--- src/rtl/core/b32c_pkg.sv ---
// Shared types, constants and helper functions for the base32 stream codec.
`timescale 1ns / 1ps

package b32c_pkg;

    localparam logic MODE_ENCODE = 1'b0;
    localparam logic MODE_DECODE = 1'b1;

    localparam int QUEUE_DEPTH = 4;
    localparam int QUEUE_AW    = $clog2(QUEUE_DEPTH);
    localparam int QUEUE_CW    = $clog2(QUEUE_DEPTH + 1);

    localparam logic [7:0] ASCII_LOWER_A = 8'h61;
    localparam logic [7:0] ASCII_LOWER_Z = 8'h7A;
    localparam logic [7:0] ASCII_DIGIT_2 = 8'h32;
    localparam logic [7:0] ASCII_DIGIT_7 = 8'h37;
    localparam logic [4:0] LETTER_COUNT  = 5'd26;

    // One result as it leaves the block.
    typedef struct packed {
        logic [7:0] out_value;
        logic       value_valid;
        logic       error;
        logic       end_of_message;
    } result_t;

    // All results caused by one input item, oldest in slot 0.
    typedef struct packed {
        logic [1:0]       count;
        result_t [2:0]    res;
    } job_t;

    // Queue status seen by the front and back.
    typedef struct packed {
        logic full;
        logic empty;
    } queue_status_t;

    function automatic logic [7:0] sym_char(input logic [4:0] s);
        logic [7:0] c;
        if (s < LETTER_COUNT)
            c = ASCII_LOWER_A + {3'b000, s};
        else
            c = ASCII_DIGIT_2 + {3'b000, s - LETTER_COUNT};
        return c;
    endfunction

    // Returns {valid, code}.
    function automatic logic [5:0] char_code(input logic [7:0] c);
        logic [5:0] r;
        if (c >= ASCII_LOWER_A && c <= ASCII_LOWER_Z)
            r = {1'b1, 5'(c - ASCII_LOWER_A)};
        else if (c >= ASCII_DIGIT_2 && c <= ASCII_DIGIT_7)
            r = {1'b1, 5'(c - ASCII_DIGIT_2) + LETTER_COUNT};
        else
            r = 6'd0;
        return r;
    endfunction

endpackage

--- src/rtl/core/b32c_queue.sv ---
// Short job queue between the front and back of the base32 codec.
`timescale 1ns / 1ps

module b32c_queue
    import b32c_pkg::*;
(
    input  logic          clk,
    input  logic          rst_n,
    input  logic          push,
    input  job_t          push_job,
    input  logic          pop,
    output job_t          head_job,
    output queue_status_t status
);

    job_t                entry_reg [QUEUE_DEPTH];
    logic [QUEUE_AW-1:0] wr_ptr_reg;
    logic [QUEUE_AW-1:0] wr_ptr_next;
    logic [QUEUE_AW-1:0] rd_ptr_reg;
    logic [QUEUE_AW-1:0] rd_ptr_next;
    logic [QUEUE_CW-1:0] fill_reg;
    logic [QUEUE_CW-1:0] fill_next;

    always_comb
    begin
        wr_ptr_next = push ? wr_ptr_reg + 1'b1 : wr_ptr_reg;
        rd_ptr_next = pop ? rd_ptr_reg + 1'b1 : rd_ptr_reg;
        fill_next   = fill_reg;
        if (push && !pop)
            fill_next = fill_reg + 1'b1;
        else if (pop && !push)
            fill_next = fill_reg - 1'b1;
    end

    always_ff @(posedge clk or negedge rst_n)
    begin
        if (!rst_n)
        begin
            wr_ptr_reg <= '0;
            rd_ptr_reg <= '0;
            fill_reg   <= '0;
        end
        else
        begin
            wr_ptr_reg <= wr_ptr_next;
            rd_ptr_reg <= rd_ptr_next;
            fill_reg   <= fill_next;
        end
    end

    always_ff @(posedge clk)
    begin
        if (push)
            entry_reg[wr_ptr_reg] <= push_job;
    end

    assign head_job     = entry_reg[rd_ptr_reg];
    assign status.full  = (fill_reg == QUEUE_CW'(QUEUE_DEPTH));
    assign status.empty = (fill_reg == '0);

    a_no_push_full: assert property (@(posedge clk) disable iff (!rst_n)
        !(push && status.full))
        else $error("push into full job queue");

    a_no_pop_empty: assert property (@(posedge clk) disable iff (!rst_n)
        !(pop && status.empty))
        else $error("pop from empty job queue");

endmodule

--- src/rtl/core/b32c_front.sv ---
// Front end: takes items and the mode register, tracks bit state, builds result jobs.
`timescale 1ns / 1ps

module b32c_front
    import b32c_pkg::*;
(
    input  logic          clk,
    input  logic          rst_n,
    input  logic          cfg_valid,
    output logic          cfg_ready,
    input  logic          cfg_mode,
    input  logic          in_valid,
    output logic          in_ready,
    input  logic [7:0]    value,
    input  logic          last,
    input  queue_status_t status,
    output logic          push,
    output job_t          push_job
);

    logic       mode_reg;
    logic [6:0] bit_buffer_reg;
    logic [6:0] bit_buffer_next;
    logic [2:0] bit_count_reg;
    logic [2:0] bit_count_next;
    logic       error_skip_reg;
    logic       error_skip_next;

    logic        accept;
    job_t        job;
    logic [11:0] ebuf;
    logic [3:0]  ecnt;
    logic [3:0]  erem;
    logic [4:0]  s0;
    logic [4:0]  s1;
    logic [4:0]  pad;
    logic [11:0] emask;
    logic [5:0]  code;
    logic [11:0] dbuf;
    logic [3:0]  dcnt;
    logic [3:0]  drem;
    logic [11:0] dmask;
    logic [11:0] dnew;
    logic [1:0]  n;

    assign cfg_ready = 1'b1;
    assign in_ready  = !status.full;
    assign accept    = in_valid && in_ready;

    always_comb
    begin
        job             = '0;
        n               = 2'd0;
        bit_buffer_next = bit_buffer_reg;
        bit_count_next  = bit_count_reg;
        error_skip_next = error_skip_reg;

        // Encode path: append the byte, peel off five bits at a time.
        ebuf  = {bit_buffer_reg[3:0], value};
        ecnt  = {1'b0, bit_count_reg} + 4'd8;
        s0    = 5'(ebuf >> (ecnt - 4'd5));
        s1    = 5'(ebuf >> (ecnt - 4'd10));
        erem  = (ecnt >= 4'd10) ? ecnt - 4'd10 : ecnt - 4'd5;
        pad   = 5'(ebuf << (4'd5 - erem));
        emask = (12'd1 << erem) - 12'd1;

        // Decode path: append five bits, emit a byte once eight are held.
        code  = char_code(value);
        dbuf  = {bit_buffer_reg, code[4:0]};
        dcnt  = {1'b0, bit_count_reg} + 4'd5;
        drem  = (dcnt >= 4'd8) ? dcnt - 4'd8 : dcnt;
        dmask = (12'd1 << drem) - 12'd1;
        dnew  = dbuf & dmask;

        if (mode_reg == MODE_ENCODE)
        begin
            job.res[0] = '{out_value: sym_char(s0), value_valid: 1'b1,
                           error: 1'b0, end_of_message: 1'b0};
            n = 2'd1;
            if (ecnt >= 4'd10)
            begin
                job.res[1] = '{out_value: sym_char(s1), value_valid: 1'b1,
                               error: 1'b0, end_of_message: 1'b0};
                n = 2'd2;
            end
            if (last)
            begin
                if (erem != 4'd0)
                begin
                    job.res[n] = '{out_value: sym_char(pad), value_valid: 1'b1,
                                   error: 1'b0, end_of_message: 1'b1};
                    n = n + 2'd1;
                end
                else
                    job.res[n - 2'd1].end_of_message = 1'b1;
                bit_buffer_next = '0;
                bit_count_next  = '0;
                error_skip_next = 1'b0;
            end
            else
            begin
                bit_buffer_next = 7'(ebuf & emask);
                bit_count_next  = 3'(erem);
            end
        end
        else if (error_skip_reg)
        begin
            if (last)
            begin
                job.res[0] = '{out_value: 8'd0, value_valid: 1'b0,
                               error: 1'b1, end_of_message: 1'b1};
                n = 2'd1;
                bit_buffer_next = '0;
                bit_count_next  = '0;
                error_skip_next = 1'b0;
            end
        end
        else if (!code[5])
        begin
            job.res[0] = '{out_value: 8'd0, value_valid: 1'b0,
                           error: 1'b1, end_of_message: last};
            n = 2'd1;
            bit_buffer_next = '0;
            bit_count_next  = '0;
            error_skip_next = !last;
        end
        else
        begin
            if (dcnt >= 4'd8)
            begin
                job.res[0] = '{out_value: 8'(dbuf >> (dcnt - 4'd8)), value_valid: 1'b1,
                               error: 1'b0, end_of_message: 1'b0};
                n = 2'd1;
            end
            if (last)
            begin
                if (drem != 4'd0 && dnew != 12'd0)
                begin
                    job.res[n] = '{out_value: 8'd0, value_valid: 1'b0,
                                   error: 1'b1, end_of_message: 1'b1};
                    n = n + 2'd1;
                end
                else if (n != 2'd0)
                    job.res[0].end_of_message = 1'b1;
                else
                begin
                    job.res[0] = '{out_value: 8'd0, value_valid: 1'b0,
                                   error: 1'b0, end_of_message: 1'b1};
                    n = 2'd1;
                end
                bit_buffer_next = '0;
                bit_count_next  = '0;
                error_skip_next = 1'b0;
            end
            else
            begin
                bit_buffer_next = 7'(dnew);
                bit_count_next  = 3'(drem);
            end
        end
        job.count = n;
    end

    assign push     = accept && (job.count != 2'd0);
    assign push_job = job;

    always_ff @(posedge clk or negedge rst_n)
    begin
        if (!rst_n)
        begin
            mode_reg       <= MODE_ENCODE;
            bit_buffer_reg <= '0;
            bit_count_reg  <= '0;
            error_skip_reg <= 1'b0;
        end
        else if (cfg_valid && cfg_ready)
        begin
            mode_reg       <= cfg_mode;
            bit_buffer_reg <= '0;
            bit_count_reg  <= '0;
            error_skip_reg <= 1'b0;
        end
        else if (accept)
        begin
            bit_buffer_reg <= bit_buffer_next;
            bit_count_reg  <= bit_count_next;
            error_skip_reg <= error_skip_next;
        end
    end

    a_push_nonempty_job: assert property (@(posedge clk) disable iff (!rst_n)
        push |-> (push_job.count != 2'd0) && (push_job.count != 2'd3 || mode_reg == MODE_ENCODE))
        else $error("job pushed with bad result count");

endmodule

--- src/rtl/core/b32c_back.sv ---
// Back end: walks the head job into the output register, one result per cycle unless stalled.
`timescale 1ns / 1ps

module b32c_back
    import b32c_pkg::*;
(
    input  logic          clk,
    input  logic          rst_n,
    input  job_t          head_job,
    input  queue_status_t status,
    output logic          pop,
    output logic          out_valid,
    input  logic          out_ready,
    output logic [7:0]    out_value,
    output logic          value_valid,
    output logic          error,
    output logic          end_of_message
);

    logic [1:0] idx_reg;
    logic [1:0] idx_next;
    logic       out_valid_reg;
    logic       out_valid_next;
    result_t    out_reg;
    logic       load;
    logic       take;
    logic       job_done;

    assign load     = !out_valid_reg || out_ready;
    assign take     = load && !status.empty;
    assign job_done = (idx_reg == head_job.count - 2'd1);
    assign pop      = take && job_done;

    always_comb
    begin
        idx_next = idx_reg;
        if (take)
            idx_next = job_done ? 2'd0 : idx_reg + 2'd1;
        out_valid_next = out_valid_reg;
        if (load)
            out_valid_next = !status.empty;
    end

    always_ff @(posedge clk or negedge rst_n)
    begin
        if (!rst_n)
        begin
            idx_reg       <= '0;
            out_valid_reg <= 1'b0;
        end
        else
        begin
            idx_reg       <= idx_next;
            out_valid_reg <= out_valid_next;
        end
    end

    always_ff @(posedge clk)
    begin
        if (take)
            out_reg <= head_job.res[idx_reg];
    end

    assign out_valid      = out_valid_reg;
    assign out_value      = out_reg.out_value;
    assign value_valid    = out_reg.value_valid;
    assign error          = out_reg.error;
    assign end_of_message = out_reg.end_of_message;

    a_idx_idle_zero: assert property (@(posedge clk) disable iff (!rst_n)
        status.empty |-> (idx_reg == 2'd0))
        else $error("result index left nonzero with no job pending");

    a_idx_in_job: assert property (@(posedge clk) disable iff (!rst_n)
        !status.empty |-> (idx_reg < head_job.count))
        else $error("result index beyond the head job");

endmodule

--- src/rtl/core/base32_stream_codec_core.sv ---
// Top level of the base32 stream codec: front end, job queue and back end.
// An item's job is registered in the queue, then its results in the output register.
// Throughput: one item per cycle in while the job queue has room, one result per cycle out
// while out_ready allows; long encode messages give eight characters for every five bytes.
// The four-entry job queue and the output register set these rates.
// Reset (rst_n low, asynchronous) selects encode mode and clears bit state, queue and output.
`timescale 1ns / 1ps

module base32_stream_codec_core
    import b32c_pkg::*;
(
    input  logic       clk,
    input  logic       rst_n,
    input  logic       cfg_valid,
    output logic       cfg_ready,
    input  logic       cfg_mode,
    input  logic       in_valid,
    output logic       in_ready,
    input  logic [7:0] value,
    input  logic       last,
    output logic       out_valid,
    input  logic       out_ready,
    output logic [7:0] out_value,
    output logic       value_valid,
    output logic       error,
    output logic       end_of_message
);

    // Jobs carry every result of one item; items that make no result (decode characters
    // skipped after an error or not yet completing a byte) never enter the queue.
    job_t          push_job;
    job_t          head_job;
    logic          push;
    logic          pop;
    queue_status_t status;

    // Front: hold mode and bit state, classify each item, build its job.
    b32c_front u_front (
        .clk      (clk),
        .rst_n    (rst_n),
        .cfg_valid(cfg_valid),
        .cfg_ready(cfg_ready),
        .cfg_mode (cfg_mode),
        .in_valid (in_valid),
        .in_ready (in_ready),
        .value    (value),
        .last     (last),
        .status   (status),
        .push     (push),
        .push_job (push_job)
    );

    // Queue: decouple item intake from result delivery.
    b32c_queue u_queue (
        .clk     (clk),
        .rst_n   (rst_n),
        .push    (push),
        .push_job(push_job),
        .pop     (pop),
        .head_job(head_job),
        .status  (status)
    );

    // Back: advance through the head job, one result per output handshake.
    b32c_back u_back (
        .clk           (clk),
        .rst_n         (rst_n),
        .head_job      (head_job),
        .status        (status),
        .pop           (pop),
        .out_valid     (out_valid),
        .out_ready     (out_ready),
        .out_value     (out_value),
        .value_valid   (value_valid),
        .error         (error),
        .end_of_message(end_of_message)
    );

endmodule

--- config.mk ---
export PLATFORM = sky130hd
export DESIGN_NAME = base32_stream_codec_core
export DESIGN_NICKNAME = d
export VERILOG_FILES = /design/src/rtl/core/b32c_pkg.sv /design/src/rtl/core/b32c_queue.sv /design/src/rtl/core/b32c_front.sv /design/src/rtl/core/b32c_back.sv /design/src/rtl/core/base32_stream_codec_core.sv
export SDC_FILE = /design/constraint.sdc
export NUM_CORES = 1
export LEC_CHECK = 0
export BUFFER_PORTS_ARGS = -buffer_cell sky130_fd_sc_hd__buf_4
export CORE_MARGIN = 8
export CORE_UTILIZATION = 46
export CTS_BUF_LIST = sky130_fd_sc_hd__clkbuf_4
export DETAILED_ROUTE_END_ITERATION = 12
export MAX_ROUTING_LAYER = met4
export PLACE_DENSITY = 0.7
export SLEW_MARGIN = 20
export SYNTH_ARGS = -nofsm -noshare
export SYNTH_HDL_FRONTEND = slang
export SYNTH_SLANG_ARGS = --single-unit
export TNS_END_PERCENT = 30
--- constraint.sdc ---
create_clock -name clk -period 6.23 [get_ports clk]
set_input_delay 0.3115 -clock clk [delete_from_list [all_inputs] [get_ports clk]]
set_output_delay 0.3115 -clock clk [all_outputs]
set_load 0.01 [all_outputs]
Yosys cells after proc, flatten, opt, wreduce, memory -nomap -nowiden
Memory sizes are Yosys's and may differ from the RTL's.
Cells that the tools add are included.
{"block": "totals", "register_bits": 33, "ram_bits": 140, "input_bits": 15, "output_inout_bits": 14, "wordCells": 185, "memories": 1}
{"memory": "u_queue.entry_reg", "depth": 4, "word_bits": 35, "read_ports": 1, "rd_ports_with_merged_regs": 0, "write_ports": 1, "line_no": "b32c_queue.sv:16", "text": "job_t entry_reg [QUEUE_DEPTH];"}
{"block": "op_classes", "add_sub_neg": 29, "magnitude_cmp": 16, "eq_ne": 3, "shift": 6, "n_mux": 82, "bitwise": 5, "reduce_logical": 30}
{"cell": "two-way mux 11 bit", "count": 12}
{"cell": "two-way mux 33 bit", "count": 4}
{"cell": "bitwise mux 33 bit", "count": 2}
{"cell": "demux 11 bit (select 2 bit)", "count": 3}
{"cell": "two-way mux 22 bit", "count": 3}
{"cell": "two-way mux 7 bit", "count": 8}
{"cell": "two-way mux 8 bit", "count": 7}
{"cell": "two-way mux 2 bit", "count": 15}
{"cell": "two-way mux 3 bit", "count": 10}
{"cell": "bitwise AND 9 x 27 -> 27 bit", "count": 1}
{"cell": "inverter 27 bit", "count": 1}
{"cell": "adder 7 x 5 -> 8 bit (first input constant)", "count": 3}
{"cell": ">> shifter 12 x 4 -> 5 bit", "count": 2}
{"cell": "binary-select mux 11 bit (select 2 bit)", "count": 1}
{"cell": "adder 6 x 5 -> 7 bit (first input constant)", "count": 3}
{"cell": "subtractor 5 bit (second input constant)", "count": 4}
{"cell": "< comparator 5 bit (second input constant)", "count": 3}
{"cell": "bitwise AND 12 bit", "count": 1}
{"cell": "logical AND 1 bit", "count": 12}
{"cell": "< comparator 2 x 3 -> 1 bit (second input constant)", "count": 4}
{"cell": "two-way mux 1 bit", "count": 12}
{"cell": "two-way mux 6 bit", "count": 2}
{"cell": "nonzero test 12 bit", "count": 1}
{"cell": "left shift 1 x 4 -> 12 bit (first input constant)", "count": 1}
{"cell": "other kinds (36)", "count": 56}

Longest topological paths before layout
{"block": "logic_depth", "ltp_word": 20, "ltp_mapped": 24, "depth_no_buf": 21}

Cells and area by module
A second synthesis with hierarchy kept.
{"block": "unflattened", "hier_cells": 811, "area_unflattened_um2": 10249.8}
{"module": "b32c_queue", "n_inst": 1, "cells_each": 217, "area_each_um2": 5500.3, "seq_area_each_um2": 4379.2}
{"module": "b32c_front", "n_inst": 1, "cells_each": 527, "area_each_um2": 4011.3, "seq_area_each_um2": 300.3}
{"module": "b32c_back", "n_inst": 1, "cells_each": 67, "area_each_um2": 738.2, "seq_area_each_um2": 405.4}

Worst setup path after synthesis
Ideal clock, no wire load.
{"block": "synth_path", "kind": "flip-flop to flip-flop", "from": "register u_front.bit_count_reg[0]", "to": "memory u_queue.entry_reg[0][0] (netlist bit), enable pin", "setup_time_ps": 393, "arrival_time_ps": 4664, "required_time_ps": 5837, "path_slack_ps": 1173, "path_stages_with_launch": 19, "path_buffers": 3, "period_less_slack_ps": 5057, "path_cell_list": "dfrtp_1 > buf_2 > clkinv_1 > clkbuf_1 > ha_1 > nand2b_1 > clkbuf_1 > nand2_1 > inv_2 > a21oi_1 > inv_1 > nor2_1 > nand2_1 > ha_1 > nor2b_1 > o31ai_1 > o41a_1 > a31oi_4 > and2_1"}
{"block": "synth_via", "elab_chain_cells": 17, "elab_cells_between_ends": 37, "classes_between": "add/sub (8); order compare (2); shift (1); mux (18); bitwise (1); reduce/logical (7)"}
{"element": "from (decl)", "line_no": "b32c_front.sv:24", "text": "logic [2:0] bit_count_reg;"}
{"element": "from (signal assigned)", "line_no": "b32c_front.sv:186", "text": "bit_count_reg <= bit_count_next;"}
{"element": "adder 3 x 3 -> 4 bit", "line_no": "b32c_front.sv:70", "text": "dcnt = {1'b0, bit_count_reg} + 4'd5;"}
{"element": "subtractor 4 bit / >= comparator 4 bit (equally long branches)", "line_no": "b32c_front.sv:71, b32c_front.sv:129"}
{"element": "two-way mux 4 bit / two-way mux 1 bit (equally long branches)", "line_no": "b32c_front.sv:71, b32c_front.sv:129"}
{"element": "left shift 1 x 4 -> 12 bit / two-way mux 2 bit (equally long branches)", "line_no": "b32c_front.sv:72, b32c_front.sv:118"}
{"element": "subtractor 12 x 1 -> 12 bit / two-way mux 2 bit (equally long branches)", "line_no": "b32c_front.sv:72, b32c_front.sv:106"}
{"element": "bitwise AND 12 bit / two-way mux 2 bit (equally long branches)", "line_no": "b32c_front.sv:73, b32c_front.sv:75"}
{"element": "nonzero test 12 bit / nonzero test 2 bit (equally long branches)", "line_no": "b32c_front.sv:137, b32c_front.sv:143"}
{"element": "logical AND 1 bit / two-way mux 2 bit (equally long branches)", "line_no": "b32c_front.sv:137, b32c_front.sv:143"}
{"element": "(+2 left out)"}
{"element": "two-way mux 2 bit", "line_no": "b32c_front.sv:118", "text": "else if (!code[5])"}
{"element": "two-way mux 2 bit", "line_no": "b32c_front.sv:106", "text": "else if (error_skip_reg)"}
{"element": "two-way mux 2 bit (*)", "line_no": "b32c_front.sv:75", "text": "if (mode_reg == MODE_ENCODE)"}
{"element": "nonzero test 2 bit (*)", "line_no": "b32c_front.sv:164", "text": "assign push = accept && (job.count != 2'd0);"}
{"element": "logical AND 1 bit (*)", "line_no": "b32c_front.sv:164"}
{"element": "net push", "line_no": "base32_stream_codec_core.sv:33", "text": "logic push;"}
{"element": "two-way mux 1 bit (*)", "line_no": "b32c_queue.sv:53", "text": "if (push)"}
{"element": "two-way mux 1 bit (not written as such) (*)", "line_no": "b32c_queue.sv:54", "text": "entry_reg[wr_ptr_reg] <= push_job;"}
{"element": "to (decl)", "line_no": "b32c_queue.sv:16"}
The timed path passes the listed nets; every way through them passes the cells marked *. The select of a mux whose other input is x is not followed.

Worst setup path in the final report
{"block": "layout_path", "from": "register u_front.bit_count_reg[1]", "to": "register u_queue.fill_reg[2]"}
{"block": "layout_via", "elab_chain_cells": 18, "elab_cells_between_ends": 40, "classes_between": "add/sub (8); order compare (2); shift (1); mux (17); bitwise (1); reduce/logical (11)"}
{"element": "adder 3 x 3 -> 4 bit", "line_no": "b32c_front.sv:70"}
{"element": "subtractor 4 bit / >= comparator 4 bit (equally long branches)", "line_no": "b32c_front.sv:71, b32c_front.sv:129"}
{"element": "two-way mux 4 bit / two-way mux 1 bit (equally long branches)", "line_no": "b32c_front.sv:71, b32c_front.sv:129"}
{"element": "left shift 1 x 4 -> 12 bit / two-way mux 2 bit (equally long branches)", "line_no": "b32c_front.sv:72, b32c_front.sv:118"}
{"element": "subtractor 12 x 1 -> 12 bit / two-way mux 2 bit (equally long branches)", "line_no": "b32c_front.sv:72, b32c_front.sv:106"}
{"element": "bitwise AND 12 bit / two-way mux 2 bit (equally long branches)", "line_no": "b32c_front.sv:73, b32c_front.sv:75"}
{"element": "nonzero test 12 bit / nonzero test 2 bit (equally long branches)", "line_no": "b32c_front.sv:137, b32c_front.sv:143"}
{"element": "logical AND 1 bit / two-way mux 2 bit (equally long branches)", "line_no": "b32c_front.sv:137, b32c_front.sv:143"}
{"element": "(+3 left out)"}
{"element": "two-way mux 2 bit", "line_no": "b32c_front.sv:106"}
{"element": "two-way mux 2 bit (*)", "line_no": "b32c_front.sv:75"}
{"element": "nonzero test 2 bit (*)", "line_no": "b32c_front.sv:164"}
{"element": "logical AND 1 bit (*)", "line_no": "b32c_front.sv:164"}
{"element": "net push", "line_no": "base32_stream_codec_core.sv:33"}
{"element": "zero test 1 bit", "line_no": "b32c_queue.sv:31", "text": "else if (pop && !push)"}
{"element": "logical AND 1 bit", "line_no": "b32c_queue.sv:31"}
{"element": "nonzero test 2 bit (no source line)"}
{"element": "to (signal assigned)", "line_no": "b32c_queue.sv:47", "text": "fill_reg <= fill_next;"}
{"element": "to (decl)", "line_no": "b32c_queue.sv:21", "text": "logic [QUEUE_CW-1:0] fill_reg;"}
Marks and branches as above.
A chain may end at the register's enable or synchronous reset.

==> run_results.csv <==
group,metric,value,unit
floorplan,ios,29,
sta,finalSetupViolCount,0,
global_route,overflow,0,
worst_setup_path,arrival,5.66,ns
floorplan,start_util,0.463,
place,place_ws,1.14,ns
routing,vias,6583,
routing,postRouteAntennaNets,0,
clocking,cts_setup_buffers,0,
yosys,ys_ff_latch,165,
worst_setup_path,r2r_setup_slack,1.05,ns
worst_setup_path,startpoint,"u_front.bit_count_reg[1]$_DFFE_PN0P_",
place,io_buffer_count,27,
clocking,clock_latency,0.56,ns
worst_setup_path,rr_endpoint,"u_queue.fill_reg[2]$_DFFE_PN0P_",
global_route,grt_max_degree,36,
yosys,synth_nets,843,
power,power.total,4.09,mW
worst_setup_path,r2r-start,"u_front.bit_count_reg[1]$_DFFE_PN0P_",
place,dp_hpwl,15.5,mm
worst_setup_path,endpoint,"u_queue.fill_reg[2]$_DFFE_PN0P_",
clocking,ctsHtreeMaxLevel,4,
global_route,grt_usage,0.179,
worst_hold_path,hold_class,"in -> async",
routing,wl_per_cell,20.3,um
clocking,path_clk_slew,0.15,ns
finish,areaGrowthSynthToFinish,8.25,%
run_status,outcome,"finished, final reports clean",
sta,min_period,5.18,ns
sta,tightestPinTransition,1.03,ns
worst_setup_path,crit_type,"reg -> reg",
sta,slew_headroom,0.313,
global_route,grt_pass1_vias,6286,
routing,routed_wl,22.2,mm
sta,setup_ws,1.05,ns
floorplan,row_count,53,
yosys,synth_warnings,0,
floorplan,die_h,161,um
sta,final.setup_skew,0.0308,ns
clocking,cts_buffer_depth,2,
sta,rsz0062_at_grt,"no",
yosys,ys_seq_area_frac,0.504,
clocking,cts_tree,"yes",
clocking,cts_buffers,17,
sta,hold_viol_final,0,
sta,fmax,193,MHz
sta,min_period_over_period,0.831,
finish,largest_reg_flops,132,
routing,via_per_inst,6.01,
yosys,ys_types,73,
floorplan,design.core.area,20800,um2
sta,hold-worst-slack,0.164,ns
yosys,synth_edf_count,143,
yosys,syn_area,9610,um2
clocking,clock-root-buffer,"clkbuf_4",
clocking,clock_sinks,165,
floorplan,die_w,161,um
power,leakagePower,3.71,nW
sta,tns,0,ns
global_route,antenna_found_initial,1,
power,peakVddDrop,0.000146,V
clocking,cts_resized,0,
routing,firstDrtPassIters,5,
yosys,syn_inst,791,
worst_setup_path,cp-end-kind,"register",
worst_setup_path,r2r_cells,19,
worst_setup_path,cp_max_fo,21,
power,powerDensity,393,nW/um2
finish,drive_gt1_frac,0.181,
routing,drt_iter0_markers,699,
worst_setup_path,start_kind,"register",
yosys,synth-main-ff-cell,"edfxtp_1",
yosys,synthArstFlopShare,0.133,
worst_setup_path,required,6.71,ns
floorplan,die-area,25800,um2
routing,route.detailed.drc,0,
place,gp_congestion,0.930,
global_route,grt_pass1_wl,35.4,mm
sta,slew_violations,0,
yosys,avgSynthCellArea,12.2,um2
flow_run,drv_cap,0,
finish,finalNetCount,858,
timing repair:
| item | CTS | global route |
|---|---|---|
| hold buffers | 5 | 0 |
| endpoints found under the hold margin | 25 | 0 |
| setup endpoints to repair | 0 | 0 |
worst max-delay path, stage by stage (launching register included):
cell	delay, ns
dfrtp_1	0.38
buf_4	0.21
inv_1	0.21
ha_1	0.42
clkinv_1	0.30
o21ai_0	0.44
and2_1	0.46
and2_1	0.25
nand2_1	0.16
ha_1	0.31
nor2b_1	0.11
o31ai_1	0.09
o41a_1	0.40
a31oi_4	0.28
ha_1	0.22
inv_1	0.06
fa_1	0.37
xor2_1	0.17
nor2_1	0.11
xor2_1	0.15
kinds of logic after synthesis:
| family | share of synthesized area |
|---|---|
| flip-flops | 0.504 |
| buffers and inverters | 0.0383 |
| AO/OA/AOI/OAI | 0.125 |
| multiplexers | 0.150 |
| adder cells (fa/ha/maj) | 0.0489 |
| XOR/XNOR | 0.0281 |
| AND/OR/NAND/NOR | 0.106 |
| other | 0.000390 |
Yosys cell counts (all sizes together) (17+ instances only):
| master | count | area, um2 |
|---|---|---|
| mux4 | 49 | 1100 |
| nand2 | 57 | 214 |
| a21oi | 40 | 219 |
| xnor2 | 22 | 193 |
| dfrtp | 22 | 551 |
| o21ai | 52 | 260 |
| mux2i | 29 | 290 |
| edfxtp | 143 | 4290 |
| buf | 17 | 78.8 |
| inv | 40 | 150 |
| clkbuf | 34 | 128 |
| ha | 36 | 450 |
| nand3 | 23 | 115 |
| nor2 | 37 | 139 |
report_power, final:
part	internal (mW)	switching [mW]	leakage, nW
registers	1.55	0.109	1.61
clock network	0.247	0.380	0.147
logic	0.767	1.04	1.95
total	2.57	1.53	3.71
per-stage QoR:
step	area, um2	cells	util
2_1_floorplan	9610	791	-
6_report	10400	1095	0.501
3_3_place_gp	10100	1057	0.485
3_5_place_dp	10100	1057	0.485
5_1_grt	10400	1095	0.501
4_1_cts	10400	1094	0.501
area by class of cell:
type / count / area (um2)
diodes: 1 / 2.50
multi-input cells: 532 / 4400
clock inverters: 14 / 151
well taps: 275 / 344
fillers: 1802 / 10300
inverters: 43 / 161
repair buffers: 47 / 365
clock buffers: 18 / 135
flip-flops and latches: 165 / 4850
how the worst min path moves through the flow:
stage | endpoint | slack (ns) | cells past startpoint
global route | u_queue.wr_ptr_reg[0]$_DFFE_PN0P_ | 0.12 | 4
global placement | u_front.bit_buffer_reg[3]$_DFFE_PN0P_ | 0.23 | 1
floorplan | u_back.idx_reg[0]$_DFFE_PN0P_ | 0.02 | 0
CTS | u_front.bit_buffer_reg[3]$_DFFE_PN0P_ | 0.12 | 2
finish | u_front.bit_buffer_reg[3]$_DFFE_PN0P_ | 0.16 | 2
detailed placement | u_front.bit_buffer_reg[3]$_DFFE_PN0P_ | 0.24 | 1
routing by layer:
| layer | wire length [um] | GRT usage | vias up |
|---|---|---|---|
| met2 | 10600 | 0.278 | 232 |
| met3 | 1170 | 0.0330 | 22 |
| met5 | 0 | - | - |
| met4 | 321 | 0.0531 | 0 |
| li1 | - | - | 3055 |
| met1 | 10100 | 0.238 | 3274 |
cell usage in the layout, fill, tap and decap left out, drive strengths merged, types with 3 or more instances in the layout:
master	netlist	layout
edfxtp	143	143
nand2	57	57
o21ai	52	52
mux4	49	49
inv	40	44
buf	17	42
a21oi	40	40
nor2	37	37
ha	36	36
mux2i	29	29
nand3	23	23
xnor2	22	22
dfrtp	22	22
clkbuf	34	18
nor3	15	15
o22ai	15	15
and2	13	13
nand2b	11	11
nor2b	11	11
a31oi	10	10
a211oi	9	9
o211ai	8	8
and3	8	8
xor2	8	8
clkinv	3	7
a32oi	6	6
nand4	5	5
a22oi	5	5
or3	5	5
o31ai	5	5
dlygate4sd3	0	5
a21boi	4	4
clkinvlp	0	4
or2	4	4
nor4	4	4
mux2	4	4
a21o	3	3
nand3b	3	3
a31o	3	3
Note: power is estimated with default switching activity, not from simulation.
